==> config.mk <==
export PLATFORM = sky130hd
export DESIGN_NAME = wheel_speed_deadband_regulator
export DESIGN_NICKNAME = d
export VERILOG_FILES = /design/src/sv/wsdr_pkg.sv /design/src/sv/wsdr_divider.sv /design/src/sv/wsdr_datapath.sv /design/src/sv/wsdr_ctrl.sv /design/src/sv/wheel_speed_deadband_regulator.sv
export SDC_FILE = /design/constraint.sdc
export NUM_CORES = 1
export LEC_CHECK = 0
export BUFFER_PORTS_ARGS = -buffer_cell sky130_fd_sc_hd__clkbuf_2
export CAP_MARGIN = 20
export CORE_MARGIN = 2
export CORE_UTILIZATION = 35
export DETAILED_ROUTE_END_ITERATION = 12
export PLACE_DENSITY = 0.53
export RECOVER_POWER = 100
export SLEW_MARGIN = 40
export SYNTH_ARGS = -nofsm -noshare
export SYNTH_HDL_FRONTEND = slang
export SYNTH_HIERARCHICAL = 1
export SYNTH_SLANG_ARGS = --single-unit
==> constraint.sdc <==
create_clock -name clk -period 10.92 [get_ports clk]
set_clock_uncertainty 0.15 [all_clocks]
set_input_delay 2.184 -clock clk [delete_from_list [all_inputs] [get_ports clk]]
set_output_delay 2.184 -clock clk [all_outputs]
set_load 0.02 [all_outputs]
==> src/sv/wsdr_pkg.sv <==
// Shared types, constants and register codes of the wheel speed deadband regulator.
package wsdr_pkg;

	localparam int SPEED_W    = 16;
	localparam int POWER_W    = 16;
	localparam int FRAC_BITS  = 14;
	localparam int GAIN_SHIFT = 10;
	localparam int CFG_W      = 16;
	localparam int CFG_IDX_W  = 3;
	localparam int LIMIT_W    = 15;
	localparam int GAIN_W     = 16;
	localparam int PROD_W     = 2 * (SPEED_W + 1);
	localparam int DIV_W      = SPEED_W + FRAC_BITS;
	localparam int DIV_CNT_W  = $clog2(DIV_W);
	localparam int QMAG_W     = 2 * GAIN_W - GAIN_SHIFT;

	// full power in Q2.14
	localparam logic signed [POWER_W-1:0] POWER_ONE = POWER_W'(1 << FRAC_BITS);

	// configuration register indexes
	localparam logic [CFG_IDX_W-1:0] REG_FULL_RATE = 3'd0;
	localparam logic [CFG_IDX_W-1:0] REG_MIN_RATE  = 3'd1;
	localparam logic [CFG_IDX_W-1:0] REG_DEADBAND  = 3'd2;
	localparam logic [CFG_IDX_W-1:0] REG_GAIN      = 3'd3;

	// register reset values
	localparam logic [LIMIT_W-1:0] FULL_RATE_RST = 15'd1000;
	localparam logic [LIMIT_W-1:0] MIN_RATE_RST  = 15'd100;
	localparam logic [LIMIT_W-1:0] DEADBAND_RST  = 15'd100;
	localparam logic [GAIN_W-1:0]  GAIN_RST      = 16'd1048;

	// item commands
	localparam logic CMD_SET_TARGET = 1'b0;
	localparam logic CMD_TICK       = 1'b1;

	typedef struct packed {
		logic                      cmd;
		logic signed [SPEED_W-1:0] target_value;
		logic signed [SPEED_W-1:0] measured_speed;
	} wsdr_item_t;

	typedef struct packed {
		logic signed [POWER_W-1:0] drive_power;
		logic signed [POWER_W-1:0] correction;
	} wsdr_result_t;

	typedef enum logic [2:0] {
		ST_IDLE,
		ST_PREP,
		ST_DIV_LOAD,
		ST_DIV,
		ST_FINISH
	} wsdr_state_t;

	// controller to datapath
	typedef struct packed {
		logic load;
		logic prep;
		logic div_load;
		logic finish;
	} wsdr_cmd_t;

	// datapath to controller
	typedef struct packed {
		logic is_tick;
		logic div_done;
	} wsdr_stat_t;

endpackage

==> src/sv/wsdr_divider.sv <==
// Restoring unsigned divider, one quotient bit per cycle.
module wsdr_divider
	import wsdr_pkg::*;
(
	input  logic               clk,
	input  logic               arst_n,
	input  logic               load,
	input  logic [DIV_W-1:0]   dividend,
	input  logic [SPEED_W-1:0] divisor,
	output logic [DIV_W-1:0]   quotient,
	output logic               done
);

	logic [SPEED_W-1:0]   rem_q;
	logic [DIV_W-1:0]     quot_q;
	logic [SPEED_W-1:0]   den_q;
	logic [DIV_CNT_W-1:0] cnt_q;
	logic                 run_q;

	logic [SPEED_W:0]     partial;
	logic [SPEED_W:0]     diff;
	logic                 ge;

	// trial subtract of the divisor from the shifted remainder
	always_comb begin
		partial = {rem_q, quot_q[DIV_W-1]};
		diff    = partial - {1'b0, den_q};
		ge      = partial >= {1'b0, den_q};
	end

	// advance the step counter
	always_ff @(posedge clk or negedge arst_n) begin
		if (!arst_n) begin
			run_q <= 1'b0;
			cnt_q <= '0;
		end else if (load) begin
			run_q <= 1'b1;
			cnt_q <= '0;
		end else if (run_q) begin
			cnt_q <= cnt_q + 1'b1;
			if (cnt_q == DIV_CNT_W'(DIV_W - 1)) begin
				run_q <= 1'b0;
			end
		end
	end

	// shift in one quotient bit per step
	always_ff @(posedge clk) begin
		if (load) begin
			rem_q  <= '0;
			quot_q <= dividend;
			den_q  <= divisor;
		end else if (run_q) begin
			rem_q  <= ge ? diff[SPEED_W-1:0] : partial[SPEED_W-1:0];
			quot_q <= {quot_q[DIV_W-2:0], ge};
		end
	end

	assign quotient = quot_q;
	assign done     = !run_q;

endmodule

==> src/sv/wsdr_datapath.sv <==
// Datapath: configuration registers, power state, shared multiplier, divider and result word.
module wsdr_datapath
	import wsdr_pkg::*;
(
	input  logic                 clk,
	input  logic                 arst_n,
	input  logic                 cfg_wen,
	input  logic [CFG_IDX_W-1:0] cfg_index,
	input  logic [CFG_W-1:0]     cfg_data,
	input  wsdr_item_t           item,
	input  wsdr_cmd_t            cmd,
	output wsdr_stat_t           stat,
	output wsdr_result_t         result
);

	logic [LIMIT_W-1:0] top_q;
	logic [LIMIT_W-1:0] min_q;
	logic [LIMIT_W-1:0] dead_q;
	logic [GAIN_W-1:0]  gain_q;

	logic signed [POWER_W-1:0] drive_q;
	logic signed [SPEED_W-1:0] target_q;
	wsdr_item_t                item_q;
	wsdr_result_t              result_q;

	logic signed [PROD_W-1:0]  prod_q;
	logic                      skip_q;
	logic                      neg_q;
	logic [SPEED_W-1:0]        den_q;

	logic signed [SPEED_W:0]   v_ext;
	logic signed [SPEED_W:0]   t_ext;
	logic signed [SPEED_W:0]   err;
	logic [SPEED_W:0]          abs_v;
	logic [SPEED_W:0]          abs_t;
	logic [SPEED_W:0]          abs_err;
	logic                      use_ratio;
	logic signed [SPEED_W:0]   mul_a;
	logic signed [SPEED_W:0]   mul_b;
	logic signed [PROD_W-1:0]  prod;
	logic signed [PROD_W-1:0]  seed;

	logic [PROD_W-1:0]         abs_prod;
	logic [DIV_W-1:0]          quot;
	logic                      div_done;

	logic [POWER_W-1:0]        set_mag;
	logic signed [POWER_W-1:0] set_power;
	logic [QMAG_W-1:0]         corr_raw;
	logic [POWER_W-1:0]        corr_mag;
	logic signed [POWER_W-1:0] corr;
	logic signed [POWER_W:0]   sum;
	logic signed [POWER_W-1:0] tick_power;

	// write configuration registers
	always_ff @(posedge clk or negedge arst_n) begin
		if (!arst_n) begin
			top_q  <= FULL_RATE_RST;
			min_q  <= MIN_RATE_RST;
			dead_q <= DEADBAND_RST;
			gain_q <= GAIN_RST;
		end else if (cfg_wen) begin
			case (cfg_index)
				REG_FULL_RATE: top_q  <= cfg_data[LIMIT_W-1:0];
				REG_MIN_RATE:  min_q  <= cfg_data[LIMIT_W-1:0];
				REG_DEADBAND:  dead_q <= cfg_data[LIMIT_W-1:0];
				REG_GAIN:      gain_q <= cfg_data[GAIN_W-1:0];
				default: ;
			endcase
		end
	end

	// hold the accepted word
	always_ff @(posedge clk) begin
		if (cmd.load) begin
			item_q <= item;
		end
	end

	// operand magnitudes, tests and the shared multiplier
	always_comb begin
		v_ext     = {item_q.target_value[SPEED_W-1], item_q.target_value};
		t_ext     = {target_q[SPEED_W-1], target_q};
		err       = t_ext - {item_q.measured_speed[SPEED_W-1], item_q.measured_speed};
		abs_v     = v_ext[SPEED_W] ? -v_ext : v_ext;
		abs_t     = t_ext[SPEED_W] ? -t_ext : t_ext;
		abs_err   = err[SPEED_W] ? -err : err;
		use_ratio = (target_q != '0) && (drive_q != '0);
		if (item_q.cmd == CMD_TICK) begin
			mul_a = {1'b0, abs_err[SPEED_W-1:0]};
			mul_b = (SPEED_W + 1)'({1'b0, gain_q});
		end else begin
			mul_a = (SPEED_W + 1)'(drive_q);
			mul_b = v_ext;
		end
		prod = mul_a * mul_b;
		seed = PROD_W'(v_ext) <<< FRAC_BITS;
	end

	// register product, sign, divisor and zero cases
	always_ff @(posedge clk) begin
		if (cmd.prep) begin
			if (item_q.cmd == CMD_TICK) begin
				prod_q <= prod;
				neg_q  <= err[SPEED_W];
				skip_q <= (abs_t < (SPEED_W + 1)'(min_q)) ||
					(abs_err < (SPEED_W + 1)'(dead_q));
				den_q  <= '0;
			end else if (use_ratio) begin
				prod_q <= prod;
				neg_q  <= prod[PROD_W-1] ^ target_q[SPEED_W-1];
				skip_q <= abs_v < (SPEED_W + 1)'(min_q);
				den_q  <= abs_t[SPEED_W-1:0];
			end else begin
				prod_q <= seed;
				neg_q  <= seed[PROD_W-1];
				skip_q <= abs_v < (SPEED_W + 1)'(min_q);
				den_q  <= (top_q == '0) ? SPEED_W'(1) : SPEED_W'(top_q);
			end
		end
	end

	assign abs_prod = prod_q[PROD_W-1] ? -prod_q : prod_q;

	wsdr_divider u_div (
		.clk      (clk),
		.arst_n   (arst_n),
		.load     (cmd.div_load),
		.dividend (abs_prod[DIV_W-1:0]),
		.divisor  (den_q),
		.quotient (quot),
		.done     (div_done)
	);

	// saturate the reseed and the correction, then clamp the new power
	always_comb begin
		set_mag   = (quot > DIV_W'(POWER_ONE)) ? POWER_ONE : quot[POWER_W-1:0];
		set_power = skip_q ? '0 : (neg_q ? -set_mag : set_mag);

		corr_raw  = prod_q[GAIN_SHIFT +: QMAG_W];
		corr_mag  = (corr_raw > QMAG_W'(POWER_ONE)) ? POWER_ONE : corr_raw[POWER_W-1:0];
		corr      = skip_q ? '0 : (neg_q ? -corr_mag : corr_mag);
		sum       = {drive_q[POWER_W-1], drive_q} + {corr[POWER_W-1], corr};
		if (sum > (POWER_W + 1)'(POWER_ONE)) begin
			tick_power = POWER_ONE;
		end else if (sum < -(POWER_W + 1)'(POWER_ONE)) begin
			tick_power = -POWER_ONE;
		end else begin
			tick_power = sum[POWER_W-1:0];
		end
	end

	// update power state
	always_ff @(posedge clk or negedge arst_n) begin
		if (!arst_n) begin
			drive_q  <= '0;
			target_q <= '0;
		end else if (cmd.finish) begin
			if (item_q.cmd == CMD_TICK) begin
				drive_q <= tick_power;
			end else begin
				drive_q  <= set_power;
				target_q <= item_q.target_value;
			end
		end
	end

	// load the result word
	always_ff @(posedge clk) begin
		if (cmd.finish) begin
			if (item_q.cmd == CMD_TICK) begin
				result_q.drive_power <= tick_power;
				result_q.correction  <= corr;
			end else begin
				result_q.drive_power <= set_power;
				result_q.correction  <= '0;
			end
		end
	end

	assign stat.is_tick  = (item_q.cmd == CMD_TICK);
	assign stat.div_done = div_done;
	assign result        = result_q;

endmodule

==> src/sv/wsdr_ctrl.sv <==
// Controller: sequences one word through multiply, divide (set-target words only) and finish, and owns result valid.
module wsdr_ctrl
	import wsdr_pkg::*;
(
	input  logic       clk,
	input  logic       arst_n,
	input  logic       item_valid,
	output logic       item_stall,
	output logic       result_valid,
	input  logic       result_stall,
	input  wsdr_stat_t stat,
	output wsdr_cmd_t  cmd
);

	wsdr_state_t state_q;
	wsdr_state_t state_d;
	logic        valid_q;
	logic        out_free;

	assign out_free = !valid_q || !result_stall;

	// next state
	always_comb begin
		state_d = state_q;
		case (state_q)
			ST_IDLE:     if (item_valid) state_d = ST_PREP;
			ST_PREP:     state_d = stat.is_tick ? ST_FINISH : ST_DIV_LOAD;
			ST_DIV_LOAD: state_d = ST_DIV;
			ST_DIV:      if (stat.div_done) state_d = ST_FINISH;
			ST_FINISH:   if (out_free) state_d = ST_IDLE;
			default:     state_d = ST_IDLE;
		endcase
	end

	// commands
	always_comb begin
		cmd          = '0;
		item_stall   = 1'b1;
		case (state_q)
			ST_IDLE: begin
				item_stall = 1'b0;
				cmd.load   = item_valid;
			end
			ST_PREP:     cmd.prep     = 1'b1;
			ST_DIV_LOAD: cmd.div_load = 1'b1;
			ST_FINISH:   cmd.finish   = out_free;
			default: ;
		endcase
	end

	// advance state and hold result valid until taken
	always_ff @(posedge clk or negedge arst_n) begin
		if (!arst_n) begin
			state_q <= ST_IDLE;
			valid_q <= 1'b0;
		end else begin
			state_q <= state_d;
			if (cmd.finish) begin
				valid_q <= 1'b1;
			end else if (!result_stall) begin
				valid_q <= 1'b0;
			end
		end
	end

	assign result_valid = valid_q;

endmodule

==> src/sv/wheel_speed_deadband_regulator.sv <==
// Wheel speed regulator with deadband: top level joining controller and datapath.
//
// One word in gives one word out. A tick word (cmd = 1) goes from acceptance
// to the result register through operand setup and the 17x17 multiplier,
// then correction, saturation and power clamp. A set-target word (cmd = 0)
// passes setup, divider load, the divide state (30 steps of the restoring
// divider, one bit per cycle, that forms the rescaled or seeded power, and a
// wait until the divider shows done) and the finish state. One word is in
// work at a time; item_stall stays high from acceptance until the result has
// been written to the output register, and a new word is taken while that
// result still waits downstream.
// Registers (index): 0 full-power speed, 1 minimum target speed, 2 deadband,
// 3 gain; write them only while the block is idle. Power is Q2.14,
// 16384 = full forward.
module wheel_speed_deadband_regulator
	import wsdr_pkg::*;
(
	input  logic                 clk,
	input  logic                 arst_n,
	input  logic                 cfg_wen,
	input  logic [CFG_IDX_W-1:0] cfg_index,
	input  logic [CFG_W-1:0]     cfg_data,
	input  logic                 item_valid,
	output logic                 item_stall,
	input  wsdr_item_t           item,
	output logic                 result_valid,
	input  logic                 result_stall,
	output wsdr_result_t         result
);

	wsdr_cmd_t  cmd;
	wsdr_stat_t stat;

	wsdr_ctrl u_ctrl (
		.clk          (clk),
		.arst_n       (arst_n),
		.item_valid   (item_valid),
		.item_stall   (item_stall),
		.result_valid (result_valid),
		.result_stall (result_stall),
		.stat         (stat),
		.cmd          (cmd)
	);

	wsdr_datapath u_dp (
		.clk       (clk),
		.arst_n    (arst_n),
		.cfg_wen   (cfg_wen),
		.cfg_index (cfg_index),
		.cfg_data  (cfg_data),
		.item      (item),
		.cmd       (cmd),
		.stat      (stat),
		.result    (result)
	);

endmodule
==> results.md, run 1 <==
* MaxCap Viol Count at 9
* Antenna Diode Count at 0
* Effective utilization at floorplan at 0.354
* Class of the tightest hold or removal check: flip-flop to flip-flop
* Pre-Repair DR Iteration Count at 5
* Post-layout min period at 10.10 ns
* Full die area at 82,100 sq um
* Post-synthesis to final-layout area growth at 10.1%
* Most common cell after layout, fill and taps aside: sky130_fd_sc_hd__inv_1
* Layout net count at 3,481
* Number of remaining DRC errors at 0
* Placed cells at 3,959
* Violated checks: max-capacitance violations, max-slew violations
* Final-layout setup total negative slack at 0 ns
* CP max stage cell: sky130_fd_sc_hd__a21oi_1
* First-pass GRT wire length at 125,000 microns
* Syn_nets at 3,404
* Post-layout instance count excluding filler cells at 4,017
* Overflow left after global routing at 0
* Slew Limit Headroom at -1.37
* Count of input and output buffers at 90
* Clk buf depth at 3
* Number of buffers created by CTS at 31
* Number of synthesized flops with an enable pin at 162
* Commonest cells after routing, fill and taps aside: sky130_fd_sc_hd__inv_1, sky130_fd_sc_hd__fa_1, sky130_fd_sc_hd__nor2_1
* Critical path class: flip-flop to flip-flop
* Post-synth top flop: sky130_fd_sc_hd__edfxtp_1
* Final Cycle Share at 0.925
* Vias in the first global route at 20,700
* Number of top-level design ports at 91
* Largest cells by area after synthesis: sky130_fd_sc_hd__fa_1, sky130_fd_sc_hd__edfxtp_1, sky130_fd_sc_hd__ha_1, sky130_fd_sc_hd__dfrtp_1, sky130_fd_sc_hd__inv_1
* Average vias per placed instance at 5.06
* Clk slew on worst S/H paths at 0.06 ns
* WP data arrival at 10.27 ns
* Clock Root Buffer: sky130_fd_sc_hd__clkbuf_16
* Number of antenna violations at the first check in global routing at 6
* Post-Synthesis Mean Instance Area at 9.75 sq um
* Post-detailed-placement half-perimeter wirelength at 64,200 microns
* Share of final-layout standard cells stronger than drive strength 1 at 0.108
* Area of the core region at 79,000 sq um
* Cell accounting for the most synthesized area: sky130_fd_sc_hd__fa_1
* Post-CTS setup buffer count at 0
* Flops & latches, synth at 281
* Die X-Extent at 287 microns
* Count of pins over their slew limit at 358
* Die H at 287 microns
* Count of warnings emitted by yosys at 6
* Number of DRC markers in iteration 0 at 1,396
* Detailed-route wire length per cell at 20.0 microns
* Hold violation total from the final report at 0
* Final wirelength at 80,200 microns
* TritonCTS clock tree: done
* Maximum frequency from static timing analysis at 99.0 MHz
* Count of cell types in the netlist at 94
* Critical-path maximum fanout at 12
* Post-Syn Instances at 2,865
* Combined global-route utilization of all metal layers at 0.198
* Cell area after synthesis at 27,900 sq um
* Final setup vio count at 0
* Util after Layout at 0.390
* Worst Path Required at 11.09 ns
* FP Rows at 103
* Most used cell along the critical path: sky130_fd_sc_hd__fa_1
* Clock latency of the later-clocked register in the worst-skew pair at 0.60 ns
* Element type at the critical path start: flip-flop
* Maximum number of pins on one net before global-route repair at 68
* Crit path largest cell delay at 0.74 ns
* ANT nets after route at 0
* Vias after detailed routing at 20,300
* Pin slew with the least headroom to its limit at 3.56 ns
* Clk sinks at 281
* Kind of end point of the critical path: flip-flop
* H-tree depth reported by CTS at 1
* Async SR Flop Fraction at 0.367
* Buffers & Inverters on Critical Path at 6
* Status: finished, violations left
* Dominant delay contributor by cell family on the critical path: adder cells
* Final weighted congestion of routability-driven global placement at 0.926
* Sequential fraction of the synthesis area at 0.278
* Unrepaired setup endpoints after global routing: false
* Fraction of post-synthesis cell area in the top cell type by area at 0.214
layer usage:
metal	vias up	routed length, microns	track usage
li1	9698	-	-
met1	10100	37300	0.281
met2	478	36200	0.314
met3	110	4720	0.0334
met4	0	2050	0.0467
met5	-	0	0
Yosys cell counts, types with 6 or more instances:
library cell,number
sky130_fd_sc_hd__nand3_1,26
sky130_fd_sc_hd__buf_1,7
sky130_fd_sc_hd__a21o_1,43
sky130_fd_sc_hd__edfxtp_1,162
sky130_fd_sc_hd__xor2_1,47
sky130_fd_sc_hd__a211o_1,8
sky130_fd_sc_hd__and3_1,6
sky130_fd_sc_hd__mux2i_1,51
sky130_fd_sc_hd__nand2_1,262
sky130_fd_sc_hd__a21oi_1,88
sky130_fd_sc_hd__dfrtp_1,88
sky130_fd_sc_hd__nand2b_1,25
sky130_fd_sc_hd__o21a_1,19
sky130_fd_sc_hd__clkbuf_1,81
sky130_fd_sc_hd__a31oi_1,6
sky130_fd_sc_hd__fa_1,299
sky130_fd_sc_hd__nor3b_1,9
sky130_fd_sc_hd__nor4_1,20
sky130_fd_sc_hd__nor2b_1,21
sky130_fd_sc_hd__or2_2,23
sky130_fd_sc_hd__or3_1,24
sky130_fd_sc_hd__dfxtp_1,16
sky130_fd_sc_hd__o21bai_1,8
sky130_fd_sc_hd__nor3_1,35
sky130_fd_sc_hd__o211ai_1,9
sky130_fd_sc_hd__nand4_1,12
sky130_fd_sc_hd__inv_1,434
sky130_fd_sc_hd__nor2_1,273
sky130_fd_sc_hd__a211oi_1,25
sky130_fd_sc_hd__buf_2,7
sky130_fd_sc_hd__o31ai_1,35
sky130_fd_sc_hd__ha_1,183
sky130_fd_sc_hd__dfstp_2,15
sky130_fd_sc_hd__and2_1,27
sky130_fd_sc_hd__or4_1,15
sky130_fd_sc_hd__mux2_2,111
sky130_fd_sc_hd__xnor2_1,104
sky130_fd_sc_hd__o21ai_0,122
worst reg2reg max path, delay by kind of cell, from the launching register on:
kind / cells / cell delay [ns]
XOR/XNOR: 2 / 0.29
AND/OR/NAND/NOR: 5 / 1.02
flip-flops: 1 / 0.39
adder cells (fa/ha/maj): 9 / 4.12
AO/OA/AOI/OAI: 11 / 3.46
buffers and inverters: 6 / 0.41
path summary, 6_finish.rpt:
path / from / depth (start not counted) / slack (ns) / to
hold reg to reg: u_dp/den_q[10]$_SDFFCE_PP0P_ / 0 / 0.27 / u_dp/u_div/den_q[10]$_DFFE_PP_
max in group asynchronous: arst_n / 2 / 4.18 / u_dp/dead_q[14]$_DFFE_PN0P_
setup reg to reg: u_dp/target_q[0]$_DFFE_PN0P_ / 33 / 0.82 / u_dp/prod_q[31]$_DFFE_PP_
min in group asynchronous: arst_n / 1 / 2.45 / u_dp/u_div/cnt_q[0]$_DFFE_PN0P_
setup / recovery: u_dp/target_q[0]$_DFFE_PN0P_ / 33 / 0.82 / u_dp/prod_q[31]$_DFFE_PP_
hold / removal: u_dp/den_q[10]$_SDFFCE_PP0P_ / 0 / 0.27 / u_dp/u_div/den_q[10]$_DFFE_PP_
layout make-up:
type | instances | area (sq um)
Clock inverter | 16 | 234
Inverter | 435 | 1630
Fill cell | 7957 | 48200
Sequential cell | 281 | 7780
Timing Repair Buffer | 144 | 777
Clock buffer | 42 | 911
Tap cell | 1050 | 1310
Multi-Input combinational cell | 2049 | 18100
sequential cells by signal, indices dropped and copies added (netlist names), 3 cells and up:
signal / flops
u_ctrl/state_q: 3
u_dp/dead_q: 15
u_dp/den_q: 16
u_dp/drive_q: 16
u_dp/gain_q: 16
u_dp/item_q: 32
u_dp/min_q: 15
u_dp/prod_q: 33
u_dp/result: 32
u_dp/target_q: 16
u_dp/top_q: 15
u_dp/u_div/cnt_q: 5
u_dp/u_div/den_q: 16
u_dp/u_div/quotient: 30
u_dp/u_div/rem_q: 16
what timing repair did:
item	in CTS	in global routing
hold buffers	0	0
gates resized for setup	0	1
setup endpoints to repair	0	1
cells by family after synthesis:
| group | after synthesis | share of synthesized area |
|---|---|---|
| buffers and inverters | 535 | 0.0736 |
| AO/OA/AOI/OAI | 448 | 0.107 |
| AND/OR/NAND/NOR | 804 | 0.133 |
| flip-flops | 281 | 0.278 |
| adder cells (fa/ha/maj) | 482 | 0.296 |
| XOR/XNOR | 153 | 0.0488 |
| multiplexers | 162 | 0.0630 |
per-stage QoR:
step	hold WS [ns]	cell area [sq um]	setup WS, ns
2_1_floorplan	0.250	27900	1.94
3_3_place_gp	0.250	29700	0.921
3_5_place_dp	0.255	29800	0.763
4_1_cts	0.268	31000	0.714
5_1_grt	0.275	30800	0.0817
6_report	0.267	30800	0.816
Power of run 1 is left out: the tool's default activity adds up to more than one toggle a clock period on the data nets, which glitch-free logic cannot reach.
==> inputs of run 2 (changes only) <==
--- a/config.mk
+++ b/config.mk
@@ -9,6 +9,7 @@
 export CAP_MARGIN = 20
 export CORE_MARGIN = 2
 export CORE_UTILIZATION = 35
+export CTS_BUF_LIST = sky130_fd_sc_hd__clkbuf_16
 export DETAILED_ROUTE_END_ITERATION = 12
 export PLACE_DENSITY = 0.53
 export RECOVER_POWER = 100
==> run 2 against run 1 <==
Net effect: clock-buffer cell count is 8 lower; non-clock buffer count unchanged; die area unchanged; fmax about the same; critical path type unchanged; the flow still finishes with violations (max-capacitance violations, max-slew violations); first-iteration DRC count is 1.2% lower; sequential cell count is the same; worst setup slack gained 0.0051 ns; final cell count unchanged.
==> results.md, run 2 (synthesis gave the netlist of run 1 again) <==
* Final wirelength at 80,100 microns (-0.20%)
* Number of top-level design ports at 91 (unchanged)
* Hold violation total from the final report at 0 (unchanged)
* TritonCTS clock tree: done
* Setup Slack @ Placement at 0.763 ns (unchanged)
* Crit path largest cell delay at 0.69 ns (-0.05 ns)
* Final Cycle Share at 0.925 (about the same)
* Worst reg2reg path depth at 35 (+6.1%)
* Count of pins over their slew limit at 358 (unchanged)
* Full die area at 82,100 sq um (unchanged)
* FP Rows at 103 (unchanged)
* Critical-path maximum fanout at 12 (unchanged)
* Die X-Extent at 287 microns (unchanged)
* MaxCap Viol Count at 9 (unchanged)
* Worst hold path stage count at 0 (unchanged)
* Clk sinks at 281 (unchanged)
* Clock Root Buffer: sky130_fd_sc_hd__clkbuf_16
* Final weighted congestion of routability-driven global placement at 0.926 (unchanged)
* Post-detailed-placement half-perimeter wirelength at 64,200 microns (unchanged)
* Number of buffers created by CTS at 31 (unchanged)
* Count of input and output buffers at 90 (unchanged)
* Final setup vio count at 0 (unchanged)
* Launch point of the worst reg-to-reg path: u_dp/target_q[0]$_DFFE_PN0P_
* Status: finished, violations left
* Most used routing layer: met2
* Clk buf depth at 3 (unchanged)
* Buffers & Inverters on Critical Path at 6 (unchanged)
* Pin slew with the least headroom to its limit at 3.59 ns (+0.0278 ns)
* Number of cells on the critical path at 35 (+6.1%)
* Reg with most FFs: u_dp/prod_q
* Number of remaining DRC errors at 0 (unchanged)
* Clk slew on worst S/H paths at 0.06 ns (about the same)
* Area of the core region at 79,000 sq um (unchanged)
* Final-layout setup total negative slack at 0 ns (unchanged)
* CP max stage cell: sky130_fd_sc_hd__a2111oi_1
* Layout net count at 3,481 (unchanged)
* Most used cell along the critical path: sky130_fd_sc_hd__fa_1
* Launching instance or port of the critical path: u_dp/target_q[0]$_DFFE_PN0P_
* Quantity of hold-fixing buffers added after cts at 0 (unchanged)
* Sequential cell area at 7780 sq um (unchanged)
* Kind of end point of the critical path: flip-flop
* Post-CTS setup buffer count at 0 (unchanged)
* Number of antenna violations at the first check in global routing at 6 (unchanged)
* WP data arrival at 10.26 ns (about the same)
* Clock latency of the later-clocked register in the worst-skew pair at 0.60 ns (about the same)
* Dominant delay contributor by cell family on the critical path: adder cells
* Effective utilization at floorplan at 0.354 (unchanged)
* Flip-flop count of the largest register, all copies and words added at 33 (unchanged)
* Violated checks: max-capacitance violations, max-slew violations
* Vias in the first global route at 20,700 (-0.058%)
* Share of final-layout standard cells stronger than drive strength 1 at 0.107 (-0.00101)
* ANT nets after route at 0 (unchanged)
* Detailed-route wire length per cell at 19.9 microns (-0.20%)
* Post-layout min period at 10.10 ns (-0.00509 ns)
* Element type at the critical path start: flip-flop
* Combined global-route utilization of all metal layers at 0.198 (about the same)
* Number of DRC markers in iteration 0 at 1,379 (-1.2%)
* Unrepaired setup endpoints after global routing: false
* Antenna Diode Count at 0 (unchanged)
* Met2 routing resource usage after global routing at 0.314 (unchanged)
* Final worst hold slack at 0.267 ns (-0.000241 ns)
* Global routing met3 resource utilization at 0.0334 (unchanged)
* Overflow left after global routing at 0 (unchanged)
* H-tree depth reported by CTS at 1 (unchanged)
* Critical path class: flip-flop to flip-flop
* Average vias per placed instance at 5.06 (about the same)
* Commonest cells after routing, fill and taps aside: sky130_fd_sc_hd__inv_1, sky130_fd_sc_hd__fa_1, sky130_fd_sc_hd__nor2_1
* Hold path startpoint: u_dp/den_q[15]$_SDFFCE_PP0P_
* Grt met1 use at 0.281 (about the same)
* Slew Limit Headroom at -1.39 (-0.0186)
* Count of fill cells added during filler insertion at 7,963 (+0.075%)
* Worst Path Required at 11.08 ns (about the same)
* Class of the tightest hold or removal check: flip-flop to flip-flop
* Most common cell after layout, fill and taps aside: sky130_fd_sc_hd__inv_1
* Vias after detailed routing at 20,300 (-0.029%)
* Area occupied by multi-input gates at 18,100 sq um (unchanged)
* First-pass GRT wire length at 125,000 microns (unchanged)
* Maximum frequency from static timing analysis at 99.0 MHz (about the same)
* Die H at 287 microns (unchanged)
* Maximum number of pins on one net before global-route repair at 68 (unchanged)
* Pre-Repair DR Iteration Count at 5 (unchanged)
* Post-synthesis to final-layout area growth at 10.0% (about the same)
* Setup slack of the critical path after layout at 0.821 ns (+0.00509 ns)
run 2: cell count changes in the layout (fill, tap and decap cells not counted), sizes merged:
cell	delta
inv	+5
clkbuf	-8
clkinv	+3
run 2: final timing paths:
kind	endpoint	slack, ns
setup reg to reg	u_dp/prod_q[31]$_DFFE_PP_	0.82
min in group asynchronous	u_dp/u_div/cnt_q[0]$_DFFE_PN0P_	2.45
hold reg to reg	u_dp/u_div/den_q[15]$_DFFE_PP_	0.27
hold / removal	u_dp/u_div/den_q[15]$_DFFE_PP_	0.27
max in group asynchronous	u_dp/dead_q[14]$_DFFE_PN0P_	4.18
setup / recovery	u_dp/prod_q[31]$_DFFE_PP_	0.82
run 2: area by class of cell:
type,count,share of cell area
clock buffers,34,0.0277
multi-input cells,2049,0.590
well taps,1050,0.0427
flip-flops and latches,281,0.253
clock inverters,24,0.00859
repair buffers,144,0.0253
inverters,435,0.0531
run 2: timing repair:
item | 4_1_cts | 5_1_grt
hold endpoints to repair | 0 | 0
resized for setup | 0 | 1
setup endpoints to repair | 0 | 1
run 2: metal layers:
| layer | wire length, microns | up-vias |
|---|---|---|
| met5 | 0 | - |
| met4 | 2070 | 0 |
| met3 | 5000 | 111 |
| met2 | 36000 | 509 |
| met1 | 37000 | 10000 |
| li1 | - | 9691 |
run 2: per-stage QoR:
| step | utilization | cell area (sq um) | cells |
|---|---|---|---|
| finish | 0.389 | 30700 | 4017 |
| global route | 0.389 | 30700 | 4017 |
| CTS | 0.392 | 30900 | 4017 |
| detailed placement | 0.377 | 29800 | 3959 |
| global placement | 0.376 | 29700 | 3953 |
| floorplan | - | 27900 | 2865 |
Power of run 2 is left out for the same reason.
